[src/hdl/hafu_pkg.sv]
// Shared types, codes and defaults of the handle allocator with flag table.
`default_nettype none
package hafu_pkg;

	localparam int DEF_CAPACITY = 256;

	// Operation codes.
	localparam logic [2:0] OP_CREATE  = 3'd0;
	localparam logic [2:0] OP_DESTROY = 3'd1;
	localparam logic [2:0] OP_ADD     = 3'd2;
	localparam logic [2:0] OP_REMOVE  = 3'd3;
	localparam logic [2:0] OP_HAS     = 3'd4;
	localparam logic [2:0] OP_ALIVE   = 3'd5;

	// Status codes.
	localparam logic [1:0] STS_OK    = 2'd0;
	localparam logic [1:0] STS_RANGE = 2'd1;
	localparam logic [1:0] STS_EMPTY = 2'd2;
	localparam logic [1:0] STS_FULL  = 2'd3;

	typedef struct packed {
		logic [2:0]  opcode;
		logic [15:0] entity_id;
		logic [31:0] component_flags;
	} req_t;

	typedef struct packed {
		logic [7:0] result_id;
		logic       answer;
		logic [1:0] status;
	} rsp_t;

	// Commands from the controller to the datapath.
	typedef struct packed {
		logic clear;
		logic accept;
		logic look;
		logic exec;
	} cmd_t;

	// Status from the datapath to the controller.
	typedef struct packed {
		logic clr_last;
		logic out_free;
	} sts_t;

endpackage
`default_nettype wire

[src/hdl/hafu_ctrl.sv]
// Controller state machine of the handle allocator: clearing pass, accept, read, execute.
`default_nettype none
module hafu_ctrl
	import hafu_pkg::*;
(
	input  wire  clk,
	input  wire  arst_n,
	input  wire  req_valid,
	output logic req_stall,
	input  sts_t sts,
	output cmd_t cmd
);

	localparam logic [1:0] S_CLEAR = 2'd0;
	localparam logic [1:0] S_IDLE  = 2'd1;
	localparam logic [1:0] S_LOOK  = 2'd2;
	localparam logic [1:0] S_EXEC  = 2'd3;

	logic [1:0] state_q;
	logic [1:0] state_nxt;

	always_comb begin
		cmd        = '0;
		state_nxt  = state_q;
		case (state_q)
			S_CLEAR: begin
				cmd.clear = 1'b1;
				if (sts.clr_last) begin
					state_nxt = S_IDLE;
				end
			end
			S_IDLE: begin
				if (req_valid) begin
					cmd.accept = 1'b1;
					state_nxt  = S_LOOK;
				end
			end
			S_LOOK: begin
				cmd.look  = 1'b1;
				state_nxt = S_EXEC;
			end
			S_EXEC: begin
				// The item commits only once the result register can take it.
				if (sts.out_free) begin
					cmd.exec  = 1'b1;
					state_nxt = S_IDLE;
				end
			end
			default: begin
				state_nxt = S_IDLE;
			end
		endcase
	end

	assign req_stall = (state_q != S_IDLE);

	always_ff @(posedge clk or negedge arst_n) begin
		if (!arst_n) begin
			state_q <= S_CLEAR;
		end else begin
			state_q <= state_nxt;
		end
	end

endmodule
`default_nettype wire

[config.mk]
export PLATFORM = sky130hd
export DESIGN_NAME = hafu_ctrl
export DESIGN_NICKNAME = d
export VERILOG_FILES = /design/src/hdl/hafu_pkg.sv /design/src/hdl/hafu_ctrl.sv
export SDC_FILE = /design/constraint.sdc
export NUM_CORES = 1
export LEC_CHECK = 0
export BUFFER_PORTS_ARGS = -buffer_cell sky130_fd_sc_hd__buf_4
export CAP_MARGIN = 20
export CORE_AREA = 3 3 40 42
export DETAILED_ROUTE_END_ITERATION = 6
export DIE_AREA = 0 0 43 45
export GPL_ROUTABILITY_DRIVEN = 0
export PLACE_DENSITY_LB_ADDON = 0.15
export REMOVE_ABC_BUFFERS = 1
export SETUP_SLACK_MARGIN = 0.5
export SLEW_MARGIN = 15
export SYNTH_ARGS = -nofsm -noshare
export SYNTH_HDL_FRONTEND = slang
export SYNTH_SLANG_ARGS = --single-unit
[constraint.sdc]
create_clock -name clk -period 1.82 [get_ports clk]
set_input_delay 0 -clock clk [delete_from_list [all_inputs] [get_ports clk]]
set_output_delay 0 -clock clk [all_outputs]
set_load 0.01 [all_outputs]
* Yosys cells after proc, flatten, opt, wreduce, memory -nomap -nowiden
Cells that the tools add are included.
** Cells by class
- Multiplexer cells :: 10
- Eq/ne operators :: 7
- Reductions and logical operators :: 2
** Operators with widths (count)
- 2-bit case mux with 4 select lines :: 1
- 1-bit two-way mux :: 6
- 2-bit two-way mux :: 3
- 2-bit inequality test (second input constant) :: 3
- 2-bit == test (second input constant) :: 2
- 3-bit AND reduction :: 1
- 2-bit by 1-bit == test with 1-bit output (second input constant) :: 1
- 2-bit logical NOT :: 1
- 2-bit by 1-bit inequality test with 1-bit output (second input constant) :: 1
** Storage, ports and cells
- Flip-flop bits (word level) :: 2
- Word-level logic and storage cells :: 20
- Input bits :: 5
- Output and inout port bits :: 5

* Logic depth before layout (Yosys ltp)
- Depth after elaboration :: 3
- Depth in mapped cells :: 4
- Gate-level depth less buffers :: 4

* Worst setup path after synthesis
No wires, ideal clock.
- Kind :: reg-to-reg
- From :: register state_q[0]
- To :: register state_q[1]
- Path slack :: 0.263 ns
- Buffers on the path :: 0
- Required time :: 1.693 ns
- Data arrival time :: 1.430 ns
- Clock period less this slack :: 1.557 ns
- Cell stages (with the launch flop) :: 5
- Setup time :: 0.127 ns
- Cells stage by stage :: dfrtp_1 > inv_1 > ha_1 > a222oi_1 > mux2_1
** Between the ends
- Word-level cells in the longest chain between the ends :: 3
- Elaborated cells between the ends (all ways) :: 9
- Those cells by class :: eq/ne: 6; mux: 1; reduce/logical: 2
** RTL lines
- start, declared :: RTL line hafu_ctrl.sv:19 : logic [1:0] state_q;
- start signal, assigned :: RTL line hafu_ctrl.sv:61 : state_q <= state_nxt;
- 2-bit == test (tied with other cells) :: RTL line hafu_ctrl.sv:25 : case (state_q)
- 2-bit inequality test (no line)
- 3-bit AND reduction (no line)
Parallel ways exist; a longest one is shown, timed or not.
A chain may end at the register's enable or synchronous reset.

* Final worst setup path
- From :: register state_q[1]
- To :: register state_q[1]
Same word-level chain as after synthesis.

==> flow_summary.yaml <==
power_and_ir_drop:
  ir_worst_vdd_mv: 0.654
  powerDensity_mw_per_mm2: 1670
  p_leak_nw: 0.190
die:
  ioPinCount: 10
  die_x_um: 43
  start_util_pct: 12.9
  die_y_um: 45
  dieArea_mm2: 0.00194
  rows: 13
  core_area_mm2: 0.00128
clock_tree:
  worstSkewPairLatency_ns: 0.22
  cts_sinks: 2
  cts_root_buffer: "clkbuf_4"
  cts_buffers: 3
  cts_max_path_buffers: 2
  h-tree-depth: 1
  clk_pin_slew_ns: 0.03
  cts_tree: "built"
final_layout:
  top_register: "state_q"
  mostFrequentLayoutCells: "buf_4, inv_1, clkbuf_4"
  drive_above_1_share_pct: 68.6
  top_regs: "state_q (2)"
  final_common_cell: "buf_4"
  antenna_cells: 0
  utilization_pct: 26.7
  nets: 46
  largest_reg_flops: 2
  fill_cells: 138
  synthToLayoutAreaGrowth_pct: 108
global_route:
  antenna_found_initial: 0
  grt_pass1_vias: 152
  grt_remaining_overflow: 0
  grt_pass1_wl_um: 572
  gr-usage-all-layers_pct: 4.50
  grt_max_degree: 5
detailed_routing:
  routedWlPerCell_um: 8.50
  wl_met1_um: 168
  dr.pass1.iters: 6
  drtIter0Drc: 3
  dr_total_vias: 176
  top_layer: "met3"
  detail-route-antenna-nets: 0
  routed_wl_um: 425
  wl_met2_um: 212
  met3_length_um: 43
  via_per_inst: 3.52
  drc: 0
run:
  maxCapViolations: 0
placement:
  io_buffers: 9
  dp_hpwl_um: 287
timing:
  fin_skew_ns: 0.00323
  grt_setup_unrepaired: "yes"
  tns_ns: 0
  hold_viol: 0
  min_period_ns: 1.51
  fin_crit_sh_pct: 82.7
  relSlewSlack_pct: 82.2
  maxSlewViolCount: 0
  timing.fmax_mhz: 664
  finalSetupViolCount: 0
  worstMarginPinSlew_ns: 0.266
synth:
  synth_compound_area_share_pct: 6.06
  synth_adder_area_share_pct: 30.3
  avgSynthCellArea_um2: 9.72
  synth_xor_area_share_pct: 0
  syn-instance-count: 17
  synth_top_family_by_area: "adder cells"
  netlist_area_um2: 165
  muxShareOfSynthArea_pct: 12.9
  synthSimpleGateAreaFrac_pct: 6.82
  ys_ff_latch: 2
  synth_warnings: 0
  ys_seq_area_share_pct: 30.3
  synth_cell_types: 8
outcome:
  outcome: "finished, final reports clean"
critical_path:
  r2r_slack_ns: 0.31
  path_buf_inv: 2
  setup.worst_path.start_class: "flop"
  critPathCaptureType: "flop"
  critPathSlowestCell: "dfrtp_1"
  r2r_cells: 5
  cp.arrival_ns: 1.61
  r2r-end: "state_q[1]"
  slowest_delay_ns: 0.39
  rr_startpoint: "state_q[1]"
  crit_required_ns: 1.92
  path_class: "reg -> reg"
  cp_top_family: "flip-flops"
  crit_chain: "inv_2 > ha_4 > a222oi_1 > buf_4 > mux2_4"
  crit_fanout: 4
min_path:
  hp-class: "in -> async"
[worst register-to-register path, cell delays in order, from the launching register on]
cell and delay, ns:
dfrtp_1 0.39, inv_2 0.08, ha_4 0.16, a222oi_1 0.29, buf_4 0.18, mux2_4 0.29
[worst max path at each step]
stage	startpoint	endpoint	slack (ns)	depth (start not counted)
2_1_floorplan	state_q[0]	state_q[1]	0.26	4
3_3_place_gp	state_q[0]	state_q[1]	0.20	4
3_5_place_dp	state_q[0]	state_q[1]	0.19	4
4_1_cts	state_q[0]	state_q[0]	0.31	4
5_1_grt	state_q[1]	state_q[1]	0.24	5
6_report	state_q[1]	state_q[1]	0.31	5
[final cells by class]
class	count	area (µm²)	area share, %
timing repair buffer	15	115	33.6
multi-input combinational	9	114	33.2
sequential	2	50.0	14.6
clock buffer	3	22.5	6.57
inverter	6	22.5	6.57
tap	15	18.8	5.47
[per-layer routing]
metal	global-route usage, %	vias to the layer above
li1	-	89
met1	4.34	78
met2	6.29	9
met3	2.39	0
met4	5.42	0
met5	0	-
[cell usage after synthesis (all sizes together)]
cell type | count | area, µm²
inv | 6 | 22.5
ha | 4 | 50.1
dfrtp | 2 | 50.1
a222oi | 1 | 10.0
and2 | 1 | 7.51
mux2 | 1 | 11.3
mux2i | 1 | 10.0
nor2 | 1 | 3.75
[metrics by stage]
| step | setup WS, ns | total power, mW | instances | cell area, µm² | hold WS (ns) |
|---|---|---|---|---|---|
| global placement | 0.202 | 0.340 | 41 | 251 | -0.217 |
| detailed placement | 0.193 | 0.334 | 41 | 251 | -0.216 |
| global route | 0.243 | 0.639 | 50 | 343 | 0.0888 |
| floorplan | 0.263 | 0.235 | 17 | 165 | -0.296 |
| finish | 0.314 | 0.573 | 50 | 343 | 0.0891 |
| CTS | 0.305 | 0.467 | 46 | 299 | 0.0788 |
[logic make-up (layout without fill, tap and decap cells)]
family | Yosys count | in the layout
fa+ha+maj | 4 | 4
mux | 2 | 2
buf+inv | 6 | 24
flops | 2 | 2
compound gates | 1 | 1
simple gates | 2 | 2
[what timing repair did]
item	CTS	global route
pin swaps	1	1
cloned	0	0
endpoints found under the setup margin	2	2
hold buffers	1	0
buffers inserted	1	4
resized for setup	4	3
endpoints found under the hold margin	2	0
[power by group]
group          internal, mW  switching, mW  total (mW)
Clock                0.0726         0.0234      0.0960
Combinational         0.233          0.150       0.382
Sequential           0.0689         0.0258      0.0948
Total                 0.374          0.199       0.573
Note: power is estimated with default switching activity, not from simulation.
